[src/rtl/pva_pkg.sv]
`timescale 1ns / 1ps
// ----------------------------------------------------------------------------
// Polyphonic voice allocator package
// Shared constants, code types and the control/status bundles between the
// sequencer and the datapath.
// ----------------------------------------------------------------------------
package pva_pkg;

  localparam int NUM_VOICES = 16;
  localparam int IDX_W      = (NUM_VOICES > 1) ? $clog2(NUM_VOICES) : 1;

  localparam logic [6:0] PEDAL_THRESHOLD = 7'd64;
  localparam logic [7:0] NO_NOTE         = 8'd128;

  typedef enum logic [2:0] {
    OP_NOTE_ON    = 3'd0,
    OP_NOTE_OFF   = 3'd1,
    OP_SUSTAIN    = 3'd2,
    OP_ALL_NOTES  = 3'd3,
    OP_ALL_SOUND  = 3'd4,
    OP_VOICE_DONE = 3'd5
  } op_t;

  typedef enum logic [1:0] {
    CMD_START   = 2'd0,
    CMD_STEAL   = 2'd1,
    CMD_RELEASE = 2'd2,
    CMD_STOP    = 2'd3
  } cmd_t;

  typedef enum logic [1:0] {
    MODE_FREE      = 2'd0,
    MODE_PLAYING   = 2'd1,
    MODE_RELEASING = 2'd2
  } mode_t;

  // Commands from the sequencer to the datapath.
  typedef struct packed {
    logic accept;
    logic scan_step;
    logic sweep_advance;
    logic sweep_emit;
    logic pick_emit;
  } ctl_cmd_t;

  // Status from the datapath to the sequencer.
  typedef struct packed {
    logic is_note_on;
    logic mask_hit;
    logic mask_empty;
    logic scan_last;
    logic out_free;
  } dp_status_t;

endpackage

[src/rtl/pva_event_if.sv]
`timescale 1ns / 1ps
// ----------------------------------------------------------------------------
// Event channel
// Valid/ready channel carrying one note, pedal or voice event.
// ----------------------------------------------------------------------------
interface pva_event_if;
  logic       valid;
  logic       ready;
  logic [2:0] opcode;
  logic [6:0] note;
  logic [6:0] velocity_or_value;
  logic [3:0] voice_id;

  modport source (output valid, opcode, note, velocity_or_value, voice_id, input ready);
  modport sink   (input valid, opcode, note, velocity_or_value, voice_id, output ready);
endinterface

[src/rtl/pva_command_if.sv]
`timescale 1ns / 1ps
// ----------------------------------------------------------------------------
// Voice command channel
// Valid/ready channel carrying one command addressed to a voice engine.
// ----------------------------------------------------------------------------
interface pva_command_if;
  logic       valid;
  logic       ready;
  logic [1:0] command;
  logic [3:0] target_voice;
  logic [6:0] note_out;
  logic [6:0] velocity_out;
  logic [7:0] glide_from;
  logic       last;

  modport source (output valid, command, target_voice, note_out, velocity_out, glide_from,
                  last, input ready);
  modport sink   (input valid, command, target_voice, note_out, velocity_out, glide_from,
                  last, output ready);
endinterface

[src/rtl/pva_datapath.sv]
`timescale 1ns / 1ps
// ----------------------------------------------------------------------------
// Voice allocator datapath
// Voice table, event register, hit mask, age scan trackers and the output
// register for voice commands.
// ----------------------------------------------------------------------------
module pva_datapath (
  input  logic                clk,
  input  logic                rst,
  input  pva_pkg::ctl_cmd_t   ctl,
  output pva_pkg::dp_status_t st,
  input  logic [2:0]          opcode,
  input  logic [6:0]          note,
  input  logic [6:0]          velocity_or_value,
  input  logic [3:0]          voice_id,
  input  logic                out_ready,
  output logic                out_valid,
  output logic [1:0]          command,
  output logic [3:0]          target_voice,
  output logic [6:0]          note_out,
  output logic [6:0]          velocity_out,
  output logic [7:0]          glide_from,
  output logic                last
);
  import pva_pkg::*;

  // Voice table
  mode_t                 mode      [NUM_VOICES];
  mode_t                 mode_next [NUM_VOICES];
  logic [6:0]            pitch     [NUM_VOICES];
  logic [31:0]           age       [NUM_VOICES];
  logic [NUM_VOICES-1:0] hold, hold_next;
  logic                  pedal, pedal_next;
  logic [31:0]           start_counter;
  logic [7:0]            prev_note;

  // Event and sweep state
  logic [6:0]            ev_note, ev_vel;
  logic [NUM_VOICES-1:0] mask, mask_next, mask_rest;
  cmd_t                  sweep_cmd, sweep_cmd_next;
  logic [IDX_W-1:0]      idx;

  // Note-on scan trackers
  logic                  free_found, rel_found;
  logic [IDX_W-1:0]      free_idx, rel_idx, best_idx, pick_idx;
  logic [31:0]           rel_age, best_age, cur_age, new_age;
  cmd_t                  pick_cmd;

  logic [NUM_VOICES-1:0] playing_v, busy_v, pitch_hit;
  logic                  is_note_off, pedal_req, vid_ok;
  logic [IDX_W-1:0]      vid_idx;
  logic                  out_free;

  always_comb begin
    for (int i = 0; i < NUM_VOICES; i++) begin
      playing_v[i] = (mode[i] == MODE_PLAYING);
      busy_v[i]    = (mode[i] != MODE_FREE);
      pitch_hit[i] = playing_v[i] && (pitch[i] == note);
    end
  end

  assign is_note_off = (opcode == OP_NOTE_OFF) ||
                       ((opcode == OP_NOTE_ON) && (velocity_or_value == 7'd0));
  assign pedal_req   = (velocity_or_value >= PEDAL_THRESHOLD);
  assign vid_ok      = (32'(voice_id) < 32'(NUM_VOICES));
  assign vid_idx     = IDX_W'(voice_id);
  assign cur_age     = age[idx];
  assign new_age     = start_counter + 32'd1;
  assign out_free    = !out_valid || out_ready;

  assign pick_idx = free_found ? free_idx : (rel_found ? rel_idx : best_idx);
  assign pick_cmd = free_found ? CMD_START : CMD_STEAL;

  always_comb begin
    mask_rest      = mask;
    mask_rest[idx] = 1'b0;
  end

  always_comb begin
    mode_next      = mode;
    hold_next      = hold;
    pedal_next     = pedal;
    mask_next      = mask;
    sweep_cmd_next = sweep_cmd;
    if (ctl.accept) begin
      mask_next      = '0;
      sweep_cmd_next = CMD_RELEASE;
      unique case (opcode)
        OP_NOTE_ON, OP_NOTE_OFF: begin
          if (is_note_off) begin
            // With the pedal down the note-off is only remembered.
            if (pedal) begin
              hold_next = hold | pitch_hit;
            end else begin
              mask_next = pitch_hit;
            end
          end
        end
        OP_SUSTAIN: begin
          if (!pedal_req && pedal) begin
            mask_next = hold & playing_v;
            hold_next = '0;
          end
          pedal_next = pedal_req;
        end
        OP_ALL_NOTES: begin
          mask_next  = playing_v;
          hold_next  = '0;
          pedal_next = 1'b0;
        end
        OP_ALL_SOUND: begin
          mask_next      = busy_v;
          sweep_cmd_next = CMD_STOP;
          hold_next      = '0;
          pedal_next     = 1'b0;
        end
        OP_VOICE_DONE: begin
          if (vid_ok) begin
            mode_next[vid_idx] = MODE_FREE;
            hold_next[vid_idx] = 1'b0;
          end
        end
        default: ;
      endcase
    end
    if (ctl.sweep_emit) begin
      mode_next[idx] = (sweep_cmd == CMD_STOP) ? MODE_FREE : MODE_RELEASING;
      mask_next[idx] = 1'b0;
    end
    if (ctl.pick_emit) begin
      mode_next[pick_idx] = MODE_PLAYING;
      hold_next[pick_idx] = 1'b0;
    end
  end

  // Control state
  always_ff @(posedge clk) begin
    if (rst) begin
      for (int i = 0; i < NUM_VOICES; i++) begin
        mode[i] <= MODE_FREE;
      end
      hold          <= '0;
      pedal         <= 1'b0;
      mask          <= '0;
      start_counter <= '0;
      prev_note     <= NO_NOTE;
      out_valid     <= 1'b0;
      free_found    <= 1'b0;
      rel_found     <= 1'b0;
    end else begin
      mode  <= mode_next;
      hold  <= hold_next;
      pedal <= pedal_next;
      mask  <= mask_next;
      if (ctl.pick_emit) begin
        start_counter <= new_age;
        prev_note     <= {1'b0, ev_note};
      end
      if (ctl.sweep_emit || ctl.pick_emit) begin
        out_valid <= 1'b1;
      end else if (out_ready) begin
        out_valid <= 1'b0;
      end
      if (ctl.accept) begin
        free_found <= 1'b0;
        rel_found  <= 1'b0;
      end else if (ctl.scan_step) begin
        if ((mode[idx] == MODE_FREE) && !free_found) begin
          free_found <= 1'b1;
        end
        if ((mode[idx] == MODE_RELEASING) && (!rel_found || (cur_age < rel_age))) begin
          rel_found <= 1'b1;
        end
      end
    end
  end

  // Payload registers
  always_ff @(posedge clk) begin
    sweep_cmd <= sweep_cmd_next;
    if (ctl.accept) begin
      ev_note <= note;
      ev_vel  <= velocity_or_value;
      idx     <= '0;
    end else if (ctl.scan_step || ctl.sweep_advance) begin
      idx <= idx + IDX_W'(1);
    end
    if (ctl.scan_step) begin
      if ((mode[idx] == MODE_FREE) && !free_found) begin
        free_idx <= idx;
      end
      // The first voice seeds the oldest search; ties keep the lower index.
      if ((idx == '0) || (cur_age < best_age)) begin
        best_age <= cur_age;
        best_idx <= idx;
      end
      if ((mode[idx] == MODE_RELEASING) && (!rel_found || (cur_age < rel_age))) begin
        rel_age <= cur_age;
        rel_idx <= idx;
      end
    end
    if (ctl.pick_emit) begin
      pitch[pick_idx] <= ev_note;
      age[pick_idx]   <= new_age;
      command         <= pick_cmd;
      target_voice    <= 4'(pick_idx);
      note_out        <= ev_note;
      velocity_out    <= ev_vel;
      glide_from      <= prev_note;
      last            <= 1'b1;
    end else if (ctl.sweep_emit) begin
      command      <= sweep_cmd;
      target_voice <= 4'(idx);
      note_out     <= '0;
      velocity_out <= '0;
      glide_from   <= '0;
      last         <= (mask_rest == '0);
    end
  end

  assign st.is_note_on = (opcode == OP_NOTE_ON) && (velocity_or_value != 7'd0);
  assign st.mask_hit   = mask[idx];
  assign st.mask_empty = (mask == '0);
  assign st.scan_last  = (idx == IDX_W'(NUM_VOICES - 1));
  assign st.out_free   = out_free;

  a_load_needs_room: assert property (@(posedge clk) disable iff (rst)
    (ctl.sweep_emit || ctl.pick_emit) |-> out_free)
    else $error("output register loaded while holding an untaken transaction");

  a_sweep_on_hit: assert property (@(posedge clk) disable iff (rst)
    ctl.sweep_emit |-> mask[idx])
    else $error("sweep emitted a command for a voice outside the hit mask");

  a_release_leaves_playing: assert property (@(posedge clk) disable iff (rst)
    ctl.sweep_emit |=> (mode[$past(idx)] != MODE_PLAYING))
    else $error("voice still playing after a release or stop command");

  a_pick_plays: assert property (@(posedge clk) disable iff (rst)
    ctl.pick_emit |=> (mode[$past(pick_idx)] == MODE_PLAYING))
    else $error("allocated voice is not playing after start or steal");

endmodule

[src/rtl/pva_ctrl.sv]
`timescale 1ns / 1ps
// ----------------------------------------------------------------------------
// Voice allocator sequencer
// Accepts events, steps the voice scan for note-on and the command sweep for
// the other events, and throttles on the output register.
// ----------------------------------------------------------------------------
module pva_ctrl (
  input  logic                clk,
  input  logic                rst,
  input  logic                in_valid,
  output logic                in_ready,
  input  pva_pkg::dp_status_t st,
  output pva_pkg::ctl_cmd_t   ctl
);
  import pva_pkg::*;

  typedef enum logic [3:0] {
    S_IDLE  = 4'b0001,
    S_SCAN  = 4'b0010,
    S_PICK  = 4'b0100,
    S_SWEEP = 4'b1000
  } state_t;

  state_t state, state_next;

  always_comb begin
    state_next        = state;
    ctl               = '0;
    in_ready          = 1'b0;
    unique case (state)
      S_IDLE: begin
        in_ready   = 1'b1;
        ctl.accept = in_valid;
        if (in_valid) begin
          state_next = st.is_note_on ? S_SCAN : S_SWEEP;
        end
      end
      S_SCAN: begin
        ctl.scan_step = 1'b1;
        if (st.scan_last) begin
          state_next = S_PICK;
        end
      end
      S_PICK: begin
        ctl.pick_emit = st.out_free;
        if (st.out_free) begin
          state_next = S_IDLE;
        end
      end
      S_SWEEP: begin
        if (st.mask_empty) begin
          state_next = S_IDLE;
        end else begin
          // A hit waits for room in the output register; a miss moves on.
          ctl.sweep_emit    = st.mask_hit && st.out_free;
          ctl.sweep_advance = !st.mask_hit || st.out_free;
        end
      end
      default: state_next = S_IDLE;
    endcase
  end

  always_ff @(posedge clk) begin
    if (rst) begin
      state <= S_IDLE;
    end else begin
      state <= state_next;
    end
  end

  a_single_action: assert property (@(posedge clk) disable iff (rst)
    ctl.accept |-> !(ctl.scan_step || ctl.sweep_emit || ctl.pick_emit))
    else $error("event accepted while the datapath is still working");

endmodule

[src/rtl/poly_voice_allocator.sv]
`timescale 1ns / 1ps
// ----------------------------------------------------------------------------
// Polyphonic voice allocator
// Turns note, pedal and voice-finished events into start, steal, release and
// hard-stop commands for a bank of voices, stealing the oldest releasing voice, else the oldest voice.
//
// note_event carries one event per transaction; voice_command carries one
// command per transaction, with last set on the final command of an event.
// Events that address no voice produce no command.
// A note-on scans all voices, one per cycle, then issues its single command
// when the output register has room. Release and stop sweeps visit one
// voice per cycle, except that a hit waits for room in the output register,
// and emit at most one command per cycle. One event is in work at a time;
// the next is accepted once the last command sits in the output
// register. A stalled receiver holds the output register and the sweep
// waits on it. Reset frees all voices, lifts the pedal, clears the start
// counter and marks the previous note as none.
// ----------------------------------------------------------------------------
module poly_voice_allocator (
  input  logic                 clk,
  input  logic                 rst,
  pva_event_if.sink            note_event,
  pva_command_if.source        voice_command
);
  import pva_pkg::*;

  ctl_cmd_t   ctl;
  dp_status_t st;
  logic       in_ready;

  assign note_event.ready = in_ready;

  pva_ctrl u_ctrl (
    .clk      (clk),
    .rst      (rst),
    .in_valid (note_event.valid),
    .in_ready (in_ready),
    .st       (st),
    .ctl      (ctl)
  );

  pva_datapath u_datapath (
    .clk               (clk),
    .rst               (rst),
    .ctl               (ctl),
    .st                (st),
    .opcode            (note_event.opcode),
    .note              (note_event.note),
    .velocity_or_value (note_event.velocity_or_value),
    .voice_id          (note_event.voice_id),
    .out_ready         (voice_command.ready),
    .out_valid         (voice_command.valid),
    .command           (voice_command.command),
    .target_voice      (voice_command.target_voice),
    .note_out          (voice_command.note_out),
    .velocity_out      (voice_command.velocity_out),
    .glide_from        (voice_command.glide_from),
    .last              (voice_command.last)
  );

endmodule

[src/flat_wrapper.sv]
// flat-port wrapper written by rule: the top's interface ports become plain ports
module poly_voice_allocator_flat import pva_pkg::*;
  (clk, rst, note_event_valid, note_event_opcode, note_event_note, note_event_velocity_or_value, note_event_voice_id, note_event_ready, voice_command_valid, voice_command_command, voice_command_target_voice, voice_command_note_out, voice_command_velocity_out, voice_command_glide_from, voice_command_last, voice_command_ready);
  pva_event_if note_event_i ();
  pva_command_if voice_command_i ();
  input  logic clk;
  input  logic rst;
  input wire logic [$bits(note_event_i.valid)-1:0] note_event_valid;
  input wire logic [$bits(note_event_i.opcode)-1:0] note_event_opcode;
  input wire logic [$bits(note_event_i.note)-1:0] note_event_note;
  input wire logic [$bits(note_event_i.velocity_or_value)-1:0] note_event_velocity_or_value;
  input wire logic [$bits(note_event_i.voice_id)-1:0] note_event_voice_id;
  output wire logic [$bits(note_event_i.ready)-1:0] note_event_ready;
  output wire logic [$bits(voice_command_i.valid)-1:0] voice_command_valid;
  output wire logic [$bits(voice_command_i.command)-1:0] voice_command_command;
  output wire logic [$bits(voice_command_i.target_voice)-1:0] voice_command_target_voice;
  output wire logic [$bits(voice_command_i.note_out)-1:0] voice_command_note_out;
  output wire logic [$bits(voice_command_i.velocity_out)-1:0] voice_command_velocity_out;
  output wire logic [$bits(voice_command_i.glide_from)-1:0] voice_command_glide_from;
  output wire logic [$bits(voice_command_i.last)-1:0] voice_command_last;
  input wire logic [$bits(voice_command_i.ready)-1:0] voice_command_ready;
  assign note_event_i.valid = note_event_valid;
  assign note_event_i.opcode = note_event_opcode;
  assign note_event_i.note = note_event_note;
  assign note_event_i.velocity_or_value = note_event_velocity_or_value;
  assign note_event_i.voice_id = note_event_voice_id;
  assign note_event_ready = note_event_i.ready;
  assign voice_command_valid = voice_command_i.valid;
  assign voice_command_command = voice_command_i.command;
  assign voice_command_target_voice = voice_command_i.target_voice;
  assign voice_command_note_out = voice_command_i.note_out;
  assign voice_command_velocity_out = voice_command_i.velocity_out;
  assign voice_command_glide_from = voice_command_i.glide_from;
  assign voice_command_last = voice_command_i.last;
  assign voice_command_i.ready = voice_command_ready;
  poly_voice_allocator u_core (.clk(clk), .rst(rst), .note_event(note_event_i), .voice_command(voice_command_i));
endmodule
[config.mk]
export PLATFORM = sky130hd
export DESIGN_NAME = poly_voice_allocator_flat
export DESIGN_NICKNAME = d
export VERILOG_FILES = /design/src/rtl/pva_pkg.sv /design/src/rtl/pva_event_if.sv /design/src/rtl/pva_command_if.sv /design/src/rtl/pva_datapath.sv /design/src/rtl/pva_ctrl.sv /design/src/rtl/poly_voice_allocator.sv /design/src/flat_wrapper.sv
export SDC_FILE = /design/constraint.sdc
export NUM_CORES = 1
export LEC_CHECK = 0
export BUFFER_PORTS_ARGS = -buffer_cell sky130_fd_sc_hd__buf_2
export CAP_MARGIN = 20
export CORE_MARGIN = 2
export CORE_UTILIZATION = 46
export CTS_CLUSTER_DIAMETER = 150
export CTS_CLUSTER_SIZE = 8
export DETAILED_ROUTE_END_ITERATION = 6
export PLACE_DENSITY = 0.6
export SETUP_SLACK_MARGIN = 0.05
export SYNTH_ARGS = -nofsm -noshare
export SYNTH_HDL_FRONTEND = slang
export SYNTH_SLANG_ARGS = --single-unit
[constraint.sdc]
create_clock -name clk -period 8.4 [get_ports clk]
set_input_delay 2.52 -clock clk [delete_from_list [all_inputs] [get_ports clk]]
set_output_delay 2.52 -clock clk [all_outputs]
set_load 0.02 [all_outputs]
# Word level (Yosys, flattened, before mapping)
# Memory sizes are Yosys's and may differ from the RTL's. A register that Yosys moved wholly into a read port is not among the register bits.
# Cells that the tools add are included.
# word_totals
regBits	237
latchBits	0
ramBits	624
mem_bits_ro	0
out_inout_bits	31
word_cells	265
n_memories	2
# mem_list
name	depth	word_bits	read_ports	rd_clocked_by_memory_dff	wr	line_no	rtl
u_core.u_datapath.age	16	32	1	1	1	pva_datapath.sv:31	logic [31:0] age [NUM_VOICES];
u_core.u_datapath.pitch	16	7	16	0	1	pva_datapath.sv:30	logic [6:0] pitch [NUM_VOICES];
# op_classes
n_addsub	2
mul	0
div_mod_pow	0
magnitude_cmp	15
eq_ne	48
shifts	0
n_mux	67
bitwise	17
n_reduce_logical	74
# op_table
cell	count
$mux W16	10
$mux W32	4
$pmux W16 S4	2
$eq A7 B7 Y1	16
$and A16 B16 Y16	6
$lt A32 B32 Y1	2
$not A16 Y16	4
$mux W4	11
$reduce_bool A2 Y1	19
$add A32 B1 Y32 const B	1
$and A32 B32 Y32	1
$bwmux W32	1
$eq A2 B1 Y1 const B	16
$logic_not A16 Y1	2
$not A32 Y32	1
$or A16 B16 Y16	2
$logic_and A1 B1 Y1	28
$demux W2 S4	3
$mux W7	3
$mux W2	10
$mux W8	2
$pmux W4 S4	1
$ge A5 B5 Y1 const B	3
$lt A4 B5 Y1 const B	3
other kinds (30)	72

# Longest topological paths before layout
# logic_depth
depth_word	13
mapped_depth	12
mapped_depth_nobuf	9

# Hierarchy
# Synthesis repeated with hierarchy kept, for this count alone.
# unflattened
hier_cells	2244
hier_area_um2	36104.6
# by_module_without_submodules
mod	instances	cells_per_inst	area_each_um2
pva_datapath	1	2211	35819.4
pva_ctrl	1	33	285.3

# Least setup slack after synthesis
# Ideal clock, no wire load.
# synth_timing
path_type	reg-to-reg
from	reg (tool-made name)
to	reg u_core.u_datapath.rel_age[0], enable pin
t_arrival_ps	6049
path_slack_ps	1856
path_stages_with_launch	12
n_path_buf	3
cell_sequence	dfxtp_1 > buf_1 > buf_2 > buf_2 > mux4_2 > mux4_2 > ha_1 > a21o_1 > a21o_1 > a211oi_1 > o211ai_1 > a311oi_1
# synth_lines
item	line_no	rtl
end signal, assigned	pva_datapath.sv:198	rel_age <= cur_age;
end, declared	pva_datapath.sv:46	logic [31:0] rel_age, best_age, cur_age, new_age;

==> out/qor.yml <==
status:
  status: "finished clean"
sta:
  clock.fmax_mhz: 194
  slew_viol_final: 0
  slew_headroom_pct: 24.5
  tns_ns: 0
  rsz0062_at_grt: "false"
  skew_ns: 0.0364
  finalHoldViolCount: 0
  min_period_over_period_pct: 61.5
  setup-violations-final: 0
  hold_ws_ns: 0.454
  worst_pin_slew_ns: 1.13
  fin_crit_ns: 5.16
clock_network:
  insertion_delay_ns: 0.68
  clock-sinks: 864
  cts_tree: "yes"
  htree_levels: 3
  hold_buffers: 0
  clk_pin_slew_ns: 0.05
  cts_buffers: 117
  cts_max_path_buffers: 3
  ctsResizeCount: 0
  post_cts_buffers: 0
  root_buffer: "clkbuf_16"
route:
  routedWlPerCell_um: 26.1
  drt_first_iter_violations: 2226
  drt-vias-per-instance: 5.96
  drtPass1Iterations: 6
  drc: 0
  ant_nets: 0
  num_vias: 20749
  wl_um: 90800
cells_and_area:
  mostFrequentLayoutCells: "743 x edfxtp_1, 173 x mux4_2, 121 x clkbuf_16"
  design_area_mm2: 0.0414
  area.growth.synth_to_final_pct: 14.5
  num-nets-final: 2442
  layout_commonest_cell: "edfxtp_1"
  drive_gt1_share_pct: 19.7
  fill_cells: 6345
setup_path:
  worstPathRequired_ns: 8.69
  regToRegSetupSlack_ns: 3.24
  reg2reg_depth: 10
  worstPathArrival_ns: 5.46
  cp-end-kind: "register"
  critPathLaunchType: "register"
  worstSetupPathType: "register to register"
  critPathMaxFanout: 41
min_path:
  hp-class: "register to register"
  whs_path_depth: 2
floorplanning:
  start_util_pct: 46.6
  design.die.area_mm2: 0.0809
  row_count: 102
  coreArea_mm2: 0.0776
  die_x_um: 284
  die_h_um: 284
  ios: 56
synth:
  synth_edf_count: 743
  syn_area_mm2: 0.0362
  yosys_register_bits: 864
  avgSynthCellArea_um2: 16.3
  ys_types: 74
  syn_nets: 2315
  synth_ff_type: "edfxtp_1"
  ys_seq_area_share_pct: 68.4
  synthArstFlopShare_pct: 0
  synthCells: 2223
  ys_warn_count: 0
pwr:
  comb_power_share_pct: 3.9
  ir_drop_mv: 0.156
  power_mw: 9.43
  clockPowerShare_pct: 46.2
  sequentialPowerShare_pct: 49.9
  power.internal_mw: 7.43
  switching_share_pct: 21.2
  p_leak_nw: 13.8
  power.density_mw_per_mm2: 228
  switching_power_mw: 2.00
flow_run:
  max_cap_viol_count: 0
global_routing:
  grt_max_degree: 76
  grt_usage_pct: 22.5
  grt_util_met1_pct: 33.5
  grt_pass1_wl_um: 135000
  busiest_layer: "met1"
  antenna_found_initial: 4
  grtUsageMet2_pct: 33.4
  grt-ovfl-total: 0
  grt_use_met3_pct: 5.27
  grt_pass1_vias: 20801
placed_design:
  placed_cell_area_mm2: 0.0379
  portBuffers: 55
  hpwl_um: 54200
  gp_congestion: 0.909
## registers in the layout, indices dropped and copies added (netlist names), 7 cells and up, named ones only
register / count
u_core.u_datapath.pitch: 112
u_core.u_datapath.rel_age: 32
u_core.u_datapath.mask: 16
u_core.u_datapath.glide_from: 8
u_core.u_datapath.velocity_out: 7
u_core.u_datapath.prev_note: 8
u_core.u_datapath.best_age: 32
u_core.u_datapath.mode: 32
u_core.u_datapath.note_out: 7
u_core.u_datapath.age: 512
u_core.u_datapath.ev_vel: 7
u_core.u_datapath.hold: 16
u_core.u_datapath.ev_note: 7
u_core.u_datapath.start_counter: 32
## Yosys cell counts, types with 5 or more instances
master    instances  area [um2]
nand3b_1         15         113
ha_1             67         838
nor3b_1           8        60.1
a31oi_1          14        87.6
nor3_1           22         110
inv_1            81         304
o21a_1            6        45.0
nand2_1          98         368
dfxtp_1         121        2420
nor2b_1          18         113
a32o_1            6        60.1
buf_1            16        60.1
a21boi_0          8        60.1
xnor2_1          96         841
nand2b_1          9        56.3
a22oi_1          13        97.6
o211ai_1          5        37.5
nor4_1           33         206
and3_1           16         100
nand3_1          38         190
a221oi_1          6        52.6
o21ai_0          25         125
mux2i_1           8        80.1
o221ai_1         16         140
a21o_1           22         165
nand4_1          63         394
mux2_2           14         158
mux4_2          173        3900
a21oi_1          94         470
and2_1           26         163
edfxtp_1        743       22300
clkbuf_1         82         308
buf_2            11        55.1
xor2_1           75         657
nor2_1          105         394
## per-stage QoR
stage / setup WS (ns) / std cells / util, %
6_report: 3.24 / 3479 / 53.4
5_1_grt: 2.84 / 3478 / 53.4
4_1_cts: 3.11 / 3464 / 53.2
3_5_place_dp: 2.90 / 3257 / 48.8
3_3_place_gp: 2.93 / 3254 / 48.8
2_1_floorplan: 1.86 / 2223 / -
## area by class of cell
class	instances	area, um2	area share (%)
inverters	85	322	0.776
well taps	1040	1300	3.14
flip-flops and latches	864	24700	59.7
clock inverters	2	46.3	0.112
clock buffers	205	3340	8.07
multi-input cells	1163	10900	26.3
diodes	1	2.50	0.00604
repair buffers	119	795	1.92
## metal layers
layer  wire length [um]  vias up
met4               1660        0
li1                   -     8991
met1              40400    10743
met2              40600      865
met5                  0        -
met3               8130      150
## power by group through the flow
stage | clock, mW | sequential [mW] | combinational [mW]
floorplan | 0 | 4.74 | 0.248
global placement | 0 | 4.78 | 0.357
detailed placement | 0 | 4.79 | 0.362
CTS | 4.44 | 4.70 | 0.364
global route | 4.62 | 4.70 | 0.398
finish | 4.36 | 4.70 | 0.371
## path summary, 6_finish.rpt
kind	start	endpoint
max	register	u_core.u_datapath.rel_idx[3]
min	u_core.u_datapath.prev_note[0]	u_core.u_datapath.prev_note[0]
max reg2reg	register	u_core.u_datapath.rel_idx[3]
min reg2reg	u_core.u_datapath.prev_note[0]	u_core.u_datapath.prev_note[0]
## worst max-delay path, stage by stage (launching register included)
cell and delay [ns]:
dfxtp_4 0.93, buf_4 0.56, mux4_2 0.58, mux4_2 0.66, ha_1 0.35, nand4_1 0.12
a21oi_1 0.06, o31ai_1 0.30, o211ai_1 0.21, a311oi_4 0.43, buf_4 0.48
## logic make-up after synthesis
logic type	Yosys count	synth area share [%]
compound gates	254	4.69
simple gates	476	6.93
flops	864	68.4
xor+xnor	171	4.14
buf+inv	196	2.12
mux	195	11.4
fa+ha+maj	67	2.32
(Power assumes the default switching activity.)
